--- src/hw/rtl/ssfr_pkg.sv ---
// ----------------------------------------------------------------------------
// ssfr_pkg
// Shared constants and codes for the stuffed frame receiver.
// ----------------------------------------------------------------------------
package ssfr_pkg;

    localparam int MAX_FRAME_BYTES_DEF = 35;

    localparam logic [7:0] SYNC_BYTE = 8'h1B;
    localparam logic [7:0] AMP_ADDR  = 8'hFD;
    localparam logic [7:0] CHG_ADDR  = 8'hFE;

    typedef logic [2:0] event_t;
    localparam event_t EV_FRAME_OK   = 3'd0;
    localparam event_t EV_SYNC_EXP   = 3'd1;
    localparam event_t EV_UNEXP_SYNC = 3'd2;
    localparam event_t EV_TOO_LONG   = 3'd3;
    localparam event_t EV_CSUM_ERR   = 3'd4;

    typedef logic [1:0] class_t;
    localparam class_t CLS_COMMAND = 2'd0;
    localparam class_t CLS_AMP     = 2'd1;
    localparam class_t CLS_CHARGER = 2'd2;

endpackage

--- src/hw/rtl/sync_stuffed_frame_receiver.sv ---
// ----------------------------------------------------------------------------
// sync_stuffed_frame_receiver
// Rebuilds sync-led, byte-stuffed frames from received bytes and checks the
// additive checksum; reports one frame or error event per finished frame.
// ----------------------------------------------------------------------------
// Result path: an accepted byte is held in the input register, and its result
// then in the result register; a byte that ends no frame gives no result.
// Throughput: one byte per cycle, limited only by result back-pressure.
// Reset: synchronous, active low; clears the frame state and both valid flags.
module sync_stuffed_frame_receiver #(
    parameter int MAX_FRAME_BYTES = ssfr_pkg::MAX_FRAME_BYTES_DEF
) (
    input  logic              aclk,
    input  logic              aresetn,
    input  logic              s_valid,
    output logic              s_ready,
    input  logic [7:0]        s_rx_byte,
    output logic              m_valid,
    input  logic              m_ready,
    output ssfr_pkg::event_t  m_event_res,
    output ssfr_pkg::class_t  m_frame_class,
    output logic [7:0]        m_address,
    output logic [4:0]        m_payload_length,
    output logic [7:0]        m_command,
    output logic [7:0]        m_argument
);
    import ssfr_pkg::*;

    localparam int POS_W = $clog2(MAX_FRAME_BYTES + 1);
    localparam logic [8:0] MAX_TOT = 9'(MAX_FRAME_BYTES);

    logic             in_valid_reg;
    logic [7:0]       in_byte_reg;

    logic [POS_W-1:0] position_reg, position_next;
    logic             escape_reg, escape_next;
    logic [POS_W-1:0] total_reg, total_next;
    logic [7:0]       sum_reg, sum_next;
    logic [7:0]       addr_reg, addr_next;
    logic [4:0]       len_reg, len_next;
    logic [7:0]       cmd_reg, cmd_next;
    logic [7:0]       arg_reg, arg_next;

    logic             out_valid_reg;
    event_t           ev_reg, ev_next;
    class_t           cls_reg, cls_next;
    logic [7:0]       o_addr_reg;
    logic [4:0]       o_len_reg;
    logic [7:0]       o_cmd_reg, o_arg_reg;
    logic             emit_next;

    logic             out_free;
    logic             proc_fire;
    logic [8:0]       tot;
    logic [POS_W-1:0] pos_inc;

    assign out_free  = !out_valid_reg || m_ready;
    assign proc_fire = in_valid_reg && out_free;
    assign s_ready   = !in_valid_reg || proc_fire;

    assign tot     = {1'b0, in_byte_reg} + 9'd4;
    assign pos_inc = position_reg + POS_W'(1);

    always_comb begin
        position_next = position_reg;
        escape_next   = escape_reg;
        total_next    = total_reg;
        sum_next      = sum_reg;
        addr_next     = addr_reg;
        len_next      = len_reg;
        cmd_next      = cmd_reg;
        arg_next      = arg_reg;
        emit_next     = 1'b0;
        ev_next       = EV_FRAME_OK;
        cls_next      = CLS_COMMAND;
        priority if (position_reg == '0 && in_byte_reg != SYNC_BYTE) begin
            emit_next = 1'b1;
            ev_next   = EV_SYNC_EXP;
        end else if (position_reg == POS_W'(1) && in_byte_reg == SYNC_BYTE) begin
            position_next = '0;
            emit_next     = 1'b1;
            ev_next       = EV_UNEXP_SYNC;
        end else if (position_reg > POS_W'(1) && in_byte_reg == SYNC_BYTE
                     && !escape_reg) begin
            escape_next = 1'b1;
        end else if (position_reg == POS_W'(2) && tot > MAX_TOT) begin
            escape_next   = 1'b0;
            position_next = '0;
            emit_next     = 1'b1;
            ev_next       = EV_TOO_LONG;
        end else begin
            escape_next = 1'b0;
            if (position_reg == POS_W'(2)) begin
                total_next = tot[POS_W-1:0];
            end
            if (position_reg == '0) begin
                sum_next = '0;
                cmd_next = '0;
                arg_next = '0;
            end else begin
                sum_next = sum_reg + in_byte_reg;
            end
            if (position_reg == POS_W'(1)) begin
                addr_next = in_byte_reg;
            end
            if (position_reg == POS_W'(2)) begin
                len_next = in_byte_reg[4:0];
            end
            if (position_reg == POS_W'(3)) begin
                cmd_next = in_byte_reg;
            end
            if (position_reg == POS_W'(4)) begin
                arg_next = in_byte_reg;
            end
            if (pos_inc < POS_W'(3) || pos_inc < total_next) begin
                position_next = pos_inc;
            end else begin
                position_next = '0;
                emit_next     = 1'b1;
                if (sum_next != 8'd0) begin
                    ev_next = EV_CSUM_ERR;
                end else begin
                    ev_next = EV_FRAME_OK;
                    priority if (addr_next == AMP_ADDR) begin
                        cls_next = CLS_AMP;
                    end else if (addr_next == CHG_ADDR) begin
                        cls_next = CLS_CHARGER;
                    end else begin
                        cls_next = CLS_COMMAND;
                    end
                end
            end
        end
    end

    always_ff @(posedge aclk) begin
        if (!aresetn) begin
            in_valid_reg  <= 1'b0;
            out_valid_reg <= 1'b0;
            position_reg  <= '0;
            escape_reg    <= 1'b0;
            total_reg     <= '0;
            sum_reg       <= '0;
            addr_reg      <= '0;
            len_reg       <= '0;
            cmd_reg       <= '0;
            arg_reg       <= '0;
        end else begin
            if (s_ready) begin
                in_valid_reg <= s_valid;
            end
            if (out_free) begin
                out_valid_reg <= proc_fire && emit_next;
            end
            if (proc_fire) begin
                position_reg <= position_next;
                escape_reg   <= escape_next;
                total_reg    <= total_next;
                sum_reg      <= sum_next;
                addr_reg     <= addr_next;
                len_reg      <= len_next;
                cmd_reg      <= cmd_next;
                arg_reg      <= arg_next;
            end
        end
    end

    always_ff @(posedge aclk) begin
        if (s_ready && s_valid) begin
            in_byte_reg <= s_rx_byte;
        end
        if (proc_fire && emit_next) begin
            ev_reg <= ev_next;
            if (ev_next == EV_FRAME_OK) begin
                cls_reg    <= cls_next;
                o_addr_reg <= addr_next;
                o_len_reg  <= len_next;
                o_cmd_reg  <= cmd_next;
                o_arg_reg  <= arg_next;
            end else begin
                cls_reg    <= CLS_COMMAND;
                o_addr_reg <= '0;
                o_len_reg  <= '0;
                o_cmd_reg  <= '0;
                o_arg_reg  <= '0;
            end
        end
    end

    assign m_valid          = out_valid_reg;
    assign m_event_res      = ev_reg;
    assign m_frame_class    = cls_reg;
    assign m_address        = o_addr_reg;
    assign m_payload_length = o_len_reg;
    assign m_command        = o_cmd_reg;
    assign m_argument       = o_arg_reg;

endmodule

--- config.mk ---
export PLATFORM = sky130hd
export DESIGN_NAME = sync_stuffed_frame_receiver
export DESIGN_NICKNAME = d
export VERILOG_FILES = /design/src/hw/rtl/ssfr_pkg.sv /design/src/hw/rtl/sync_stuffed_frame_receiver.sv
export SDC_FILE = /design/constraint.sdc
export NUM_CORES = 1
export LEC_CHECK = 0
export BUFFER_PORTS_ARGS = -buffer_cell sky130_fd_sc_hd__clkbuf_2
export CELL_PAD_IN_SITES_DETAIL_PLACEMENT = 0
export CELL_PAD_IN_SITES_GLOBAL_PLACEMENT = 1
export CORE_MARGIN = 2
export CORE_UTILIZATION = 42
export DETAILED_ROUTE_END_ITERATION = 10
export GPL_TIMING_DRIVEN = 0
export HOLD_SLACK_MARGIN = 0.06
export PLACE_DENSITY = 0.87
export SLEW_MARGIN = 20
export SYNTH_ARGS = -nofsm -noshare
export SYNTH_HDL_FRONTEND = slang
export SYNTH_SLANG_ARGS = --single-unit
--- constraint.sdc ---
create_clock -name aclk -period 4.01 [get_ports aclk]
set_input_delay 0.802 -clock aclk [delete_from_list [all_inputs] [get_ports aclk]]
set_output_delay 0.802 -clock aclk [all_outputs]
set_load 0.005 [all_outputs]
* Word-level counts from Yosys, hierarchy flattened
Cells that the tools add are included. W data, S select, Z words.
Cells by class: divide/modulo/power cells 0, equal/unequal tests 9, mux-type cells 54, order comparisons 4, shift-type cells 0, bitwise operators 5, $mul 0, add/subtract/negate cells 3, reduce and logical (&&, ||, !) cells 22
Operators by type and width (number):
- $mux W8 | 26
- $mux W6 | 9
- $mux W5 | 5
- $mux W3 | 6
- $eq A8 B8 Y1 const B | 2
- $eq A6 B2 Y1 const B | 2
- $add A8 B3 Y9 const B | 1
- $gt A9 B6 Y1 const B | 1
- $add A8 B8 Y8 | 1
- $eq A8 B5 Y1 const B | 1
- $logic_and A1 B1 Y1 | 8
- $ne A8 B5 Y1 const B | 1
- $reduce_bool A8 Y1 | 1
- $reduce_or A8 Y1 | 1
- $mux W1 | 7
- $reduce_or A7 Y1 | 1
- $add A6 B1 Y6 const B | 1
- $eq A6 B1 Y1 const B | 1
- $eq A6 B3 Y1 const B | 1
- $gt A6 B1 Y1 const B | 1
- $logic_not A6 Y1 | 1
- $lt A6 B2 Y1 const B | 1
- $lt A6 B6 Y1 | 1
- $reduce_and A3 Y1 | 2
- other kinds (7) | 15
Word-level totals: bits in writable memories 0, register bits 94, input port bits 12, output and inout port bits 36, memories kept 0, memory bits (read-only) 0, logic and storage cells 115, bits in latches 0

* Logic depth before layout (Yosys ltp)
Gate-level depths: netlist (run 1).
depth after elaboration 17, gate-level depth with buffers 15, mapped depth without buffers 13

* Least setup slack after synthesis (run 1)
Ideal clock, no wire load.
kind register to register, from register in_byte_reg[2], to register o_addr_reg[0], in the netlist m_address[0] (enable), setup time 0.682 ns, path buffers 1, clock period less this slack 4.269 ns, data required time 3.328 ns, stages on the path, launching flop included 14, arrival 3.586 ns, setup slack -0.259 ns, cell sequence edfxtp_1 -> clkbuf_1 -> inv_1 -> ha_1 -> nor2_1 -> a21oi_1 -> ha_1 -> a21o_1 -> a21o_1 -> a221o_1 -> o22ai_1 -> nand2_1 -> nand2_1 -> o21ai_0
On the way: cells in the longest elaborated chain, start to end 14, elaborated cells on any way between the ends 22, those cells by class add/sub: 1; order compare: 2; eq/ne: 2; mux: 10; reduce/logical: 7
Ends and longest elaborated chain:
- start: declaration | RTL line sync_stuffed_frame_receiver.sv:33 | logic [7:0] in_byte_reg;
- start signal: assignment | RTL line sync_stuffed_frame_receiver.sv:170 | in_byte_reg <= s_rx_byte;
- $add A8 B3 Y9 | RTL line sync_stuffed_frame_receiver.sv:61 | assign tot = {1'b0, in_byte_reg} + 9'd4;
- $mux W6 | RTL line sync_stuffed_frame_receiver.sv:93 | if (position_reg == POS_W'(2)) begin
- $mux W6 | RTL line sync_stuffed_frame_receiver.sv:86 | end else if (position_reg == POS_W'(2) && tot > MAX_TOT) begin
- $mux W6 | RTL line sync_stuffed_frame_receiver.sv:83 | end else if (position_reg > POS_W'(1) && in_byte_reg == SYNC_BYTE
- $mux W6 | RTL line sync_stuffed_frame_receiver.sv:79 | end else if (position_reg == POS_W'(1) && in_byte_reg == SYNC_BYTE) begin
- $mux W6 | RTL line sync_stuffed_frame_receiver.sv:76 | priority if (position_reg == '0 && in_byte_reg != SYNC_BYTE) begin
- $lt A6 B6 Y1 | RTL line sync_stuffed_frame_receiver.sv:115 | if (pos_inc < POS_W'(3) || pos_inc < total_next) begin
- $logic_or A1 B1 Y1 | RTL line sync_stuffed_frame_receiver.sv:115
- $mux W1 | RTL line sync_stuffed_frame_receiver.sv:115
- $mux W1 | RTL line sync_stuffed_frame_receiver.sv:86
- $mux W1 | RTL line sync_stuffed_frame_receiver.sv:83
- $mux W1 | RTL line sync_stuffed_frame_receiver.sv:79
- $mux W1 * | RTL line sync_stuffed_frame_receiver.sv:76
- $logic_and A1 B1 Y1 * | RTL line sync_stuffed_frame_receiver.sv:172 | if (proc_fire && emit_next) begin
- end signal: assignment | RTL line sync_stuffed_frame_receiver.sv:176 | o_addr_reg <= addr_next;
- end: declaration | RTL line sync_stuffed_frame_receiver.sv:47 | logic [7:0] o_addr_reg;
Mark *: on every way between the ends. The rest lies on a longest branch, timed or not. The select of a mux whose other input is x is not followed. A chain may end at the register's enable or synchronous reset.

* Worst setup path after layout (run 1)
from register in_byte_reg[2], to register o_arg_reg[6], in the netlist m_argument[6], data pin
On the way: cells in the longest elaborated chain, start to end 14, elaborated cells on any way between the ends 34, those cells by class add/sub: 2; order compare: 2; eq/ne: 2; mux: 20; reduce/logical: 8
Ends and longest elaborated chain:
- $add A8 B3 Y9 / $add A8 B8 Y8 (equally long branches) | RTL line sync_stuffed_frame_receiver.sv:61, sync_stuffed_frame_receiver.sv:101
- $mux W6 / $mux W8 (equally long branches) | RTL line sync_stuffed_frame_receiver.sv:93, sync_stuffed_frame_receiver.sv:96
- $mux W6 / $mux W8 (equally long branches) | RTL line sync_stuffed_frame_receiver.sv:86
- $mux W6 / $mux W8 (equally long branches) | RTL line sync_stuffed_frame_receiver.sv:83
- $mux W6 / $mux W8 (equally long branches) | RTL line sync_stuffed_frame_receiver.sv:79
- $mux W6 / $mux W8 (equally long branches) | RTL line sync_stuffed_frame_receiver.sv:76
- $lt A6 B6 Y1 / $reduce_bool A8 Y1 (equally long branches) | RTL line sync_stuffed_frame_receiver.sv:115, sync_stuffed_frame_receiver.sv:120
- $logic_or A1 B1 Y1 / $mux W3 (equally long branches) | RTL line sync_stuffed_frame_receiver.sv:115, sync_stuffed_frame_receiver.sv:120
- $mux W3 | RTL line sync_stuffed_frame_receiver.sv:115
- $mux W3 | RTL line sync_stuffed_frame_receiver.sv:86
- $mux W3 | RTL line sync_stuffed_frame_receiver.sv:83
- $mux W3 | RTL line sync_stuffed_frame_receiver.sv:79
- $mux W3 | RTL line sync_stuffed_frame_receiver.sv:76
- $logic_not A3 Y1 | RTL line sync_stuffed_frame_receiver.sv:174 | if (ev_next == EV_FRAME_OK) begin
- end signal: assignment | RTL line sync_stuffed_frame_receiver.sv:179 | o_arg_reg <= arg_next;
- end: declaration | RTL line sync_stuffed_frame_receiver.sv:49 | logic [7:0] o_cmd_reg, o_arg_reg;
Parallel ways exist; a longest one is shown, timed or not. The select of a mux whose other input is x is not followed.

==> metrics.md, run 1 <==
| Metric | Value |
|---|---|
| Yosys Warn Count | `0` |
| CTS sink cnt | `94` |
| Avg WL per Cell | `16.74 um` |
| Num ports | `48` |
| Critical Path Source | `in_byte_reg[2]$_DFFE_PP_` |
| Clock share of power | `42.3%` |
| Sequential share of power | `52.4%` |
| RR Startpoint | `in_byte_reg[2]$_DFFE_PP_` |
| GR Util All Layers | `18.96%` |
| Lkg Pwr | `2.026 nW` |
| Crit Path Max Fanout | `10` |
| XOR/XNOR share of the synthesized area | `1.799%` |
| Gr ovfl total | `0` |
| Layout Utilization | `49.39%` |
| Reg2Reg Depth | `15` |
| Routability cong. | `0.9180` |
| Status | `finished clean` |
| Final Hold Fails | `0` |
| Antenna violations before repair | `0` |
| Die height | `111.7 um` |
| Logic pwr share | `5.3%` |
| Synth Instances | `487` |
| Hold Path Cell Cnt | `2` |
| Setup Total Neg Slack | `0 ns` |
| Final min period | `3.847 ns` |
| Int Power | `0.001488 W` |
| Fin Clk Skew | `0.008580 ns` |
| Yosys reg bits | `94` |
| Worst hold margin | `0.4508 ns` |
| Worst VDD drop | `0.2670 mV` |
| Area of the die | `12470 um2` |
| Max Cap Viol | `0` |
| Initial Util | `42.83%` |
| Yosys top cell by area | `edfxtp_1` |
| # H-tree levels | `3` |
| CTS Buf Count | `9` |
| DRC | `0` |
| Final WL | `11620 um` |
| Share of cells above drive strength 1 | `17.79%` |
| WP data required | `4.10 ns` |
| DR vias/cell | `5.615` |
| First-pass GRT wire length | `19000 um` |
| Worst slew pin tran | `0.7049 ns` |
| Hold Crit Class | `register to register` |
| Layout overhead on the synthesized area | `15.31%` |
| ANT cells | `0` |
| Pwr dens | `349.0 nW/um2` |
| Fin nets | `580` |
| Syn Area/Cell | `9.999 um2` |
| Ys async rst share | `0%` |
| Fill cells | `1039` |
| Crit path launch type | `register` |
| Largest net degree at the start of global routing | `29` |
| Synth top area share | `25.90%` |
| Simple-Gate Fraction of Synth Area | `20.32%` |
| Iter 0 DRT Violations | `209` |
| Root buf cell | `clkbuf_16` |
| DR pass1 iterations | `5` |
| Worst hold start | `len_reg[4]$_SDFFE_PN0P_` |
| Netlist cell types | `59` |
| Critical Path Sink Type | `register` |
| Max Freq | `259.9 MHz` |
| Seq/Total Area, Yosys | `47.28%` |
| Post-synthesis adder-cell area fraction | `5.807%` |
| Top post-synthesis cells by area | `edfxtp_1 26%, dfxtp_1 21%, ha_1 5.4%` |
| Worst-path clk slew | `0.07 ns` |
| DR vias | `3897` |
| Post-Syn Area | `4870 um2` |
| Commonest cells in the netlist | `52 x dfxtp_1, 46 x nor2_1, 44 x nand2_1` |
| Die Wd | `111.7 um` |
| Final setup fails | `0` |
| CTS tree | `yes` |
| Tcrit/Tclk final | `95.94%` |
| Placed Cells | `677` |
| DP HPWL | `8458 um` |
| Antenna viol nets, final | `0` |
| Worst setup path class | `register to register` |
| Top FF cell, synth | `dfxtp_1` |
| Core Rows | `39` |
| Slew margin rel. | `52.91%` |
| Most common cell in the synthesized netlist | `dfxtp_1` |
| Worst-Skew Late Latency | `0.34 ns` |
| Number of flops mapped to enable cells by yosys | `42` |
| Complex-gate fraction of the synthesized area | `15.39%` |
| Area of the core | `11370 um2` |
| Max-slew violations | `0` |
| Net Count, Synth | `521` |
| RSZ-0062 raised after global routing | `false` |
| Port Buf Inserts | `46` |
| Main combinational cell family by area after synthesis | `simple AND/OR/NAND/NOR gates` |
| Final cell count without fillers | `694` |
| CTS Hold Buffers Added | `0` |
| Vias in the first global route | `3721` |
| Sw Pwr | `0.0004715 W` |
| Mux contribution to synthesized area | `5.344%` |
| Sw Ratio | `24.06%` |
| Crit path arrival time | `3.93 ns` |
| Bufs on Longest Clock Path | `2` |
power groups by stage:
stage	combinational (W)	clock (W)	sequential, W
6_report	0.000104	0.000829	0.00103
5_1_grt	0.000112	0.000878	0.00103
2_1_floorplan	0.0000563	0	0.00105
3_3_place_gp	0.0000960	0	0.00105
4_1_cts	0.000104	0.000846	0.00103
3_5_place_dp	0.000103	0	0.00105
placed cells by master, fill, tap and decap left out, types with 3 or more instances in the layout:
cell type | Yosys | final
clkbuf_16 | 0 | 9
a21o_1 | 4 | 4
xor2_1 | 7 | 7
a22oi_1 | 16 | 16
a211oi_1 | 3 | 3
clkbuf_1 | 17 | 16
o31ai_1 | 4 | 4
edfxtp_1 | 42 | 42
xnor2_1 | 3 | 3
nand3b_1 | 4 | 4
buf_2 | 8 | 9
inv_1 | 8 | 8
dfxtp_1 | 52 | 52
a21boi_0 | 8 | 8
inv_8 | 0 | 3
nand3_1 | 17 | 17
or3_1 | 7 | 7
and3_1 | 3 | 3
nor3_1 | 6 | 6
a21boi_1 | 4 | 4
o21ai_0 | 28 | 27
clkbuf_2 | 0 | 46
and2_1 | 7 | 7
ha_1 | 21 | 21
a22o_1 | 8 | 8
nor2_1 | 46 | 46
mux2i_1 | 26 | 26
buf_6 | 3 | 3
nand2_1 | 44 | 44
buf_4 | 3 | 4
and4_1 | 3 | 3
a21oi_1 | 17 | 17
nand4_1 | 17 | 17
nor2b_1 | 13 | 13
metrics by stage:
| step | worst slack, ns | area (um2) | total power (W) |
|---|---|---|---|
| after floorplan | 0.2394 | 4870 | 0.001104 |
| after global placement | -0.6823 | 5279 | 0.001145 |
| after detailed placement | 0.003409 | 5318 | 0.001152 |
| after CTS | 0.1735 | 5608 | 0.001977 |
| after global routing | 0.003951 | 5615 | 0.002019 |
| final | 0.1628 | 5615 | 0.001960 |
cell type report:
| cell class | instances | area [um2] | share of cell area [%] |
|---|---|---|---|
| multi-input cells | 352 | 2381 | 42.40 |
| flip-flops and latches | 94 | 2302 | 41.00 |
| repair buffers | 48 | 265.3 | 4.724 |
| clock buffers | 9 | 225.2 | 4.011 |
| well taps | 143 | 178.9 | 3.186 |
| plain buffers | 33 | 168.9 | 3.008 |
| clock inverters | 7 | 63.81 | 1.136 |
| inverters | 8 | 30.03 | 0.5348 |
cell families (layout without fill, tap and decap cells):
group / Yosys count / in the layout
adders and majority gates: 22 / 22
xor gates and xnor gates: 10 / 10
muxes: 26 / 26
buffers and inverters: 41 / 105
DFF: 94 / 94
AOI/OAI and AO/OA: 109 / 109
and+or+nand+nor: 185 / 185
critical path: stages (launching register included):
cell	delay, ns
edfxtp_1	0.52
buf_2	0.34
inv_1	0.08
ha_1	0.34
nor2_1	0.13
a21oi_1	0.08
ha_1	0.31
and4_1	0.22
nand2_1	0.07
a311oi_2	0.24
o22ai_1	0.24
or3_4	0.45
o22ai_2	0.16
buf_4	0.20
buf_6	0.15
nor2_1	0.05
final timing paths:
kind                                                     to  slack [ns]
worst max-delay path            m_argument[6]$_SDFFCE_PP0P_        0.16
worst min-delay path                len_reg[4]$_SDFFE_PN0P_        0.45
worst max register to register  m_argument[6]$_SDFFCE_PP0P_        0.16
worst min register to register      len_reg[4]$_SDFFE_PN0P_        0.45
routing by layer:
metal / global-route usage (%) / wire length, um
met3: 2.286 / 553
met5: 0 / 0
met1: 26.01 / 5312
met4: 7.325 / 261
met2: 30.79 / 5491
what timing repair did:
| item | in CTS | in global routing |
|---|---|---|
| gates resized for setup | 1 | 1 |
| setup endpoints to repair | 9 | 10 |
| pin swaps | 0 | 1 |
| buffers inserted | 0 | 1 |
Power figures use the tool's default switching activity.
==> inputs of run 2 (changes only) <==
--- a/config.mk
+++ b/config.mk
@@ -9,11 +9,13 @@
 export CELL_PAD_IN_SITES_DETAIL_PLACEMENT = 0
 export CELL_PAD_IN_SITES_GLOBAL_PLACEMENT = 1
 export CORE_MARGIN = 2
-export CORE_UTILIZATION = 42
+export CORE_UTILIZATION = 43
+export CTS_BUF_LIST = sky130_fd_sc_hd__clkbuf_2 sky130_fd_sc_hd__clkbuf_4 sky130_fd_sc_hd__clkbuf_8
 export DETAILED_ROUTE_END_ITERATION = 10
 export GPL_TIMING_DRIVEN = 0
 export HOLD_SLACK_MARGIN = 0.06
-export PLACE_DENSITY = 0.87
+export PLACE_DENSITY = 0.89
+export SKIP_CTS_REPAIR_TIMING = 1
 export SLEW_MARGIN = 20
 export SYNTH_ARGS = -nofsm -noshare
 export SYNTH_HDL_FRONTEND = slang
==> metrics.md, run 2 (synthesized netlist as in run 1, its figures left out) <==
| Metric | Value |
|---|---|
| Routability cong. | `0.9231 (+0.56%)` |
| Iter 0 DRT Violations | `224 (+7.2%)` |
| Final setup fails | `0 (unchanged)` |
| Worst setup path class | `register to register` |
| Final Hold Fails | `0 (unchanged)` |
| WP data required | `4.14 ns (+0.04 ns)` |
| Fin nets | `583 (+0.52%)` |
| Antenna viol nets, final | `0 (unchanged)` |
| CTS sink cnt | `94 (unchanged)` |
| Crit Path Max Fanout | `10 (unchanged)` |
| Setup Total Neg Slack | `0 ns (unchanged)` |
| Max Freq | `270.6 MHz (+4.1%)` |
| Slew margin rel. | `55.38% (+2.5 points)` |
| Hold Crit Class | `register to register` |
| First-pass GRT wire length | `19170 um (+0.87%)` |
| GR Util All Layers | `19.52% (+0.56 points)` |
| Antenna violations before repair | `0 (unchanged)` |
| Core Rows | `38 (-2.6%)` |
| Worst slew pin tran | `0.6679 ns (-0.03699 ns)` |
| Critical Path Sink Type | `register` |
| Area of the core | `10940 um2 (-3.8%)` |
| DR vias/cell | `5.589 (-0.46%)` |
| CTS tree | `yes` |
| Avg WL per Cell | `16.56 um (-1.1%)` |
| DR pass1 iterations | `5 (unchanged)` |
| Lkg Pwr | `2.002 nW (-1.2%)` |
| Max Cap Viol | `0 (unchanged)` |
| Largest net degree at the start of global routing | `29 (unchanged)` |
| Die Wd | `110.4 um (-1.1%)` |
| Worst path slowest cell | `or3_4` |
| ANT cells | `0 (unchanged)` |
| Worst VDD drop | `0.1966 mV (-26%)` |
| Worst-path clk slew | `0.11 ns (+0.04 ns)` |
| Top delay family on crit path | `simple AND/OR/NAND/NOR gates` |
| Crit path arrival time | `3.83 ns (-0.10 ns)` |
| Num ports | `48 (unchanged)` |
| Layout overhead on the synthesized area | `14.08%` |
| Initial Util | `44.53% (+1.7 points)` |
| Buf/Inv on CP | `4 (unchanged)` |
| Share of cells above drive strength 1 | `18.23% (+0.45 points)` |
| Slowest Stage Delay on Critical Path | `0.45 ns (-0.07 ns)` |
| Fin Clk Skew | `0.01235 ns (+0.003773 ns)` |
| Tcrit/Tclk final | `92.17% (-3.8 points)` |
| Max-slew violations | `0 (unchanged)` |
| Pwr Total | `0.001805 W (-7.9%)` |
| Vias in the first global route | `3743 (+0.59%)` |
| FF/Latch Area | `2302 um2 (unchanged)` |
| CTS Buf Count | `9 (unchanged)` |
| Final min period | `3.696 ns (-0.1513 ns)` |
| Fill cells | `988 (-4.9%)` |
| Crit path launch type | `register` |
| RSZ-0062 raised after global routing | `false` |
| Bufs on Longest Clock Path | `2 (unchanged)` |
| DR vias | `3879 (-0.46%)` |
| Area of the die | `12190 um2 (-2.2%)` |
| Area of the multi-input gates | `2381 um2 (unchanged)` |
| Status | `finished clean` |
| Commonest non-fill, non-tap cell in the layout | `dfxtp_1` |
| Most frequent cells in the layout | `52 x dfxtp_1, 46 x nor2_1, 46 x clkbuf_2` |
| Root buf cell | `clkbuf_8` |
| # H-tree levels | `3 (unchanged)` |
| Critical-path cell list | `clkbuf_1, nor4_4, buf_4, nand2_2, nor2_1, a21oi_1, ha_1, and4_1, nand2_1, a311oi_2, o22ai_1, or3_4, o22ai_2, buf_4, buf_6, nor2_1` |
| Worst-Skew Late Latency | `0.37 ns (+0.03 ns)` |
| DRC | `0 (unchanged)` |
| Port Buf Inserts | `46 (unchanged)` |
| Pwr dens | `324.9 nW/um2 (-6.9%)` |
| Die height | `110.4 um (-1.1%)` |
| Gr ovfl total | `0 (unchanged)` |
| Final WL | `11490 um (-1.1%)` |
| DP HPWL | `8296 um (-1.9%)` |
[run 2: cell count changes in the layout (fill, tap and decap cells not counted), sizes merged]
cell / previous run / this run
buf: 19 / 22
bufinv: 0 / 1
clkinv: 2 / 1
[run 2: worst paths after layout]
kind         cells past startpoint  slack (ns)                    startpoint                           to
max                             16        0.31  position_reg[2]$_SDFFE_PN0P_  m_argument[1]$_SDFFCE_PP0P_
min                              2        0.46       len_reg[4]$_SDFFE_PN0P_      len_reg[4]$_SDFFE_PN0P_
max reg2reg                     16        0.31  position_reg[2]$_SDFFE_PN0P_  m_argument[1]$_SDFFCE_PP0P_
min reg2reg                      2        0.46       len_reg[4]$_SDFFE_PN0P_      len_reg[4]$_SDFFE_PN0P_
[run 2: final cells by class]
type | instances | share of cell area, %
clock inverters | 7 | 1.554
repair buffers | 51 | 5.180
flip-flops and latches | 94 | 41.44
well taps | 140 | 3.153
clock buffers | 9 | 2.230
inverters | 8 | 0.5405
plain buffers | 33 | 3.041
multi-input cells | 352 | 42.86
[run 2: power breakdown]
group	total (W)	internal (W)	switching (W)	leakage, nW
logic	0.000106	0.0000373	0.0000685	1.07
clock network	0.000673	0.000302	0.000371	0.104
registers	0.00103	0.00102	0.0000101	0.827
total	0.00180	0.00135	0.000450	2.00
[run 2: metal layers]
layer / up-vias / routed length [um] / global-route usage, %
li1: 1893 / - / -
met1: 1832 / 5210 / 25.72
met2: 135 / 5324 / 31.70
met3: 19 / 659 / 3.513
met4: 0 / 298 / 8.167
met5: - / 0 / 0
[run 2: stage by stage]
step	instances	hold WS [ns]	area, um2	util (%)	setup WS, ns
6_report	694	0.4637	5555	50.80	0.3141
2_1_floorplan	487	0.4301	4870	-	0.2394
4_1_cts	690	0.4616	5524	50.51	-0.06574
3_3_place_gp	673	0.4362	5275	48.24	-0.6749
5_1_grt	694	0.4877	5555	50.80	0.1158
3_5_place_dp	674	0.4478	5314	48.59	-0.04427
[run 2: worst reg2reg max path, stage by stage (launching register included)]
cell and delay (ns):
dfxtp_1 0.31, clkbuf_1 0.18, nor4_4 0.30, buf_4 0.19
nand2_2 0.14, nor2_1 0.14, a21oi_1 0.08, ha_1 0.32
and4_1 0.22, nand2_1 0.08, a311oi_2 0.23, o22ai_1 0.24
or3_4 0.45, o22ai_2 0.16, buf_4 0.21, buf_6 0.15
nor2_1 0.06
==> inputs of run 3 (changes only) <==
--- a/config.mk
+++ b/config.mk
@@ -5,16 +5,18 @@
 export SDC_FILE = /design/constraint.sdc
 export NUM_CORES = 1
 export LEC_CHECK = 0
+export ABC_AREA = 1
 export BUFFER_PORTS_ARGS = -buffer_cell sky130_fd_sc_hd__clkbuf_2
 export CELL_PAD_IN_SITES_DETAIL_PLACEMENT = 0
 export CELL_PAD_IN_SITES_GLOBAL_PLACEMENT = 1
 export CORE_MARGIN = 2
-export CORE_UTILIZATION = 43
+export CORE_UTILIZATION = 41
 export CTS_BUF_LIST = sky130_fd_sc_hd__clkbuf_2 sky130_fd_sc_hd__clkbuf_4 sky130_fd_sc_hd__clkbuf_8
+export CTS_CLUSTER_DIAMETER = 150
 export DETAILED_ROUTE_END_ITERATION = 10
 export GPL_TIMING_DRIVEN = 0
 export HOLD_SLACK_MARGIN = 0.06
-export PLACE_DENSITY = 0.89
+export PLACE_DENSITY = 0.87
 export SKIP_CTS_REPAIR_TIMING = 1
 export SLEW_MARGIN = 20
 export SYNTH_ARGS = -nofsm -noshare
==> metrics.md, run 3 <==
| Metric | Value |
|---|---|
| Layout overhead on the synthesized area | `12.36%` |
| DR vias/cell | `4.986 (-11%)` |
| Area of the die | `13070 um2 (+7.2%)` |
| Final Hold Fails | `0 (unchanged)` |
| Netlist cell types | `39 (-34%)` |
| Root buf cell | `clkbuf_8` |
| CTS Buf Count | `9 (unchanged)` |
| Synth Instances | `648 (+33%)` |
| Top post-synthesis cells by area | `edfxtp_1 25%, dfxtp_1 21%, nand2_1 12%` |
| Sw Ratio | `25.70% (+0.78 points)` |
| Hold Crit Class | `register to register` |
| Worst path slowest cell | `dfxtp_1` |
| Crit Path Max Fanout | `34 (+24)` |
| Vias in the first global route | `4083 (+9.1%)` |
| Critical Path Sink | `m_address[2]$_SDFFCE_PP0P_` |
| Critical Path Sink Type | `register` |
| Number of flops mapped to enable cells by yosys | `42 (unchanged)` |
| Yosys Warn Count | `0 (unchanged)` |
| CTS tree | `yes` |
| Bufs on Longest Clock Path | `2 (unchanged)` |
| Top delay family on crit path | `simple AND/OR/NAND/NOR gates` |
| Commonest non-fill, non-tap cell in the layout | `nand2_1` |
| GR Util All Layers | `19.82% (+0.30 points)` |
| Post-Syn Area | `4990 um2 (+2.5%)` |
| Fin Clk Skew | `0.01826 ns (+0.005909 ns)` |
| Final setup fails | `0 (unchanged)` |
| RSZ-0062 raised after global routing | `false` |
| Yosys reg bits | `94 (unchanged)` |
| DR pass1 iterations | `5 (unchanged)` |
| Core Rows | `40 (+5.3%)` |
| Yosys top cell by area | `edfxtp_1` |
| Logic pwr share | `8.0% (+2.1 points)` |
| Most frequent cells in the layout | `152 x nand2_1, 86 x inv_1, 86 x nor2_1` |
| Area of the multi-input gates | `2246 um2 (-5.7%)` |
| Reg2Reg Depth | `14 (-2)` |
| Final WL | `12220 um (+6.4%)` |
| Antenna viol nets, final | `0 (unchanged)` |
| R2R Setup Slk | `0.41 ns (+0.10 ns)` |
| Most Crowded Layer GR | `met2` |
| Fill cells | `1163 (+18%)` |
| Cell count along the critical path | `14 (-2)` |
| Worst-path clk slew | `0.09 ns (-0.02 ns)` |
| Max Cap Viol | `0 (unchanged)` |
| WP data required | `4.04 ns (-0.10 ns)` |
| Seq/Total Area, Yosys | `46.14% (-1.1 points)` |
| Lkg Pwr | `2.593 nW (+30%)` |
| Synth top area share | `25.28% (-0.62 points)` |
| Sw Pwr | `0.0004678 W (+4.0%)` |
| Buf/Inv on CP | `2 (-2)` |
| Fin nets | `740 (+27%)` |
| Most common cell in the synthesized netlist | `nand2_1` |
| Initial Util | `41.72% (-2.8 points)` |
| Pwr Total | `0.001820 W (+0.86%)` |
| Crit path arrival time | `3.62 ns (-0.21 ns)` |
| FF/Latch Area | `2302 um2 (unchanged)` |
| GR met3 Demand/Resource | `3.653% (+0.14 points)` |
| Num ports | `48 (unchanged)` |
| Worst-Skew Late Latency | `0.39 ns (+0.02 ns)` |
| Slew margin rel. | `56.91% (+1.5 points)` |
| Top FF cell, synth | `dfxtp_1` |
| Die Wd | `114.3 um (+3.5%)` |
| Share of cells above drive strength 1 | `15.05% (-3.2 points)` |
| Slowest Stage Delay on Critical Path | `0.45 ns (about the same)` |
| Crit path launch type | `register` |
| Ys async rst share | `0% (unchanged)` |
| DRC | `0 (unchanged)` |
| Net Count, Synth | `682 (+31%)` |
| M2 GR Usage | `32.10% (+0.41 points)` |
| Status | `finished clean` |
| Die height | `114.3 um (+3.5%)` |
| Max Freq | `278.1 MHz (+2.8%)` |
| Hold Path Cell Cnt | `2 (unchanged)` |
| First-pass GRT wire length | `19810 um (+3.3%)` |
| Worst VDD drop | `0.2079 mV (+5.8%)` |
| Pwr dens | `324.6 nW/um2 (about the same)` |
| Sequential share of power | `58.2% (+1.4 points)` |
| Int Power | `0.001352 W (-0.19%)` |
| Commonest cells in the netlist | `153 x nand2_1, 86 x inv_1, 86 x nor2_1` |
| Worst r2r dst | `m_address[2]$_SDFFCE_PP0P_` |
| Avg WL per Cell | `14.25 um (-14%)` |
| Critical Path Source | `position_reg[0]$_SDFFE_PN0P_` |
| DR vias | `4278 (+10%)` |
| Worst setup path class | `register to register` |
| Final min period | `3.596 ns (-0.09986 ns)` |
| DP HPWL | `8855 um (+6.7%)` |
| Critical-path cell list | `inv_1, ha_1, nand3_1, inv_1, o21ai_0, ha_1, a21oi_1, nor2_1, a211oi_1, nand2_1, nand2_1, nand2_1, nand2_1, nand2_4` |
| Tcrit/Tclk final | `89.68% (-2.5 points)` |
| Routability cong. | `0.8875 (-3.9%)` |
| Clock share of power | `33.8% (-3.5 points)` |
| RR Startpoint | `position_reg[0]$_SDFFE_PN0P_` |
| Area of the core | `11960 um2 (+9.4%)` |
| Worst slew pin tran | `0.6464 ns (-0.02150 ns)` |
| Port Buf Inserts | `47 (+2.2%)` |
| Largest net degree at the start of global routing | `35 (+21%)` |
| Max-slew violations | `0 (unchanged)` |
| CTS sink cnt | `94 (unchanged)` |
| Antenna violations before repair | `0 (unchanged)` |
| # H-tree levels | `3 (unchanged)` |
| GR Util met1 | `26.03% (+0.31 points)` |
| Syn Area/Cell | `7.700 um2 (-23%)` |
| Gr ovfl total | `0 (unchanged)` |
| ANT cells | `0 (unchanged)` |
| Iter 0 DRT Violations | `298 (+33%)` |
| Most Frequent Cell on Critical Path | `nand2_1` |
| Layout Utilization | `46.87% (-3.9 points)` |
[run 3: power by group through the flow]
stage / clock network (W) / logic, W / registers, W
after floorplan: 0 / 0.0000946 / 0.00107
after global placement: 0 / 0.000139 / 0.00108
after detailed placement: 0 / 0.000145 / 0.00108
after CTS: 0.000625 / 0.000145 / 0.00106
after global routing: 0.000662 / 0.000167 / 0.00106
final: 0.000616 / 0.000145 / 0.00106
[run 3: area by class of cell]
class | count | area share, %
Sequential cell | 94 | 41.06
Multi-Input combinational cell | 442 | 40.06
Inverter | 94 | 6.382
Timing Repair Buffer | 47 | 4.195
Tap cell | 147 | 3.281
Clock buffer | 12 | 2.834
Buffer | 18 | 1.629
Clock inverter | 4 | 0.5579
[run 3: metrics by stage]
stage	setup TNS (ns)	area [um2]	instances	hold WS, ns	setup slack [ns]
detailed placement	0	5411	842	0.4624	0.2035
global placement	-5.823	5409	842	0.4569	-0.1747
global route	0	5607	858	0.4966	0.2020
floorplan	0	4990	648	0.4440	0.7091
CTS	0	5602	858	0.4757	0.1235
finish	0	5607	858	0.4735	0.4140
[run 3: logic make-up (layout without fill, tap and decap cells)]
group,after synthesis,count (layout),share of synthesized area (%)
fa+ha+maj,22,22,5.667
flops,94,94,46.14
buf+inv,112,175,9.002
mux,2,2,0.4012
xor+xnor,6,6,1.053
simple gates,315,315,27.51
compound gates,97,97,10.23
[run 3: per-layer routing]
metal	wire [um]	up-vias
li1	-	2195
met1	5783	1952
met2	5567	109
met3	585	22
met4	289	0
met5	0	-
[run 3: worst min-delay path by stage]
stage                              endpoint                    start  slack (ns)
floorplan           sum_reg[3]$_SDFFE_PN0P_  sum_reg[3]$_SDFFE_PN0P_        0.44
global placement    sum_reg[3]$_SDFFE_PN0P_  sum_reg[3]$_SDFFE_PN0P_        0.46
detailed placement  sum_reg[3]$_SDFFE_PN0P_  sum_reg[3]$_SDFFE_PN0P_        0.46
CTS                 sum_reg[3]$_SDFFE_PN0P_  sum_reg[3]$_SDFFE_PN0P_        0.48
global route        sum_reg[3]$_SDFFE_PN0P_  sum_reg[3]$_SDFFE_PN0P_        0.50
finish              sum_reg[3]$_SDFFE_PN0P_  sum_reg[3]$_SDFFE_PN0P_        0.47
[run 3: worst reg2reg max path: stages, from the launching register on]
cell and delay, ns:
dfxtp_1 0.45, inv_1 0.16, ha_1 0.24, nand3_1 0.21, inv_1 0.20, o21ai_0 0.35, ha_1 0.31, a21oi_1 0.16
nor2_1 0.06, a211oi_1 0.18, nand2_1 0.14, nand2_1 0.22, nand2_1 0.09, nand2_1 0.14, nand2_4 0.29
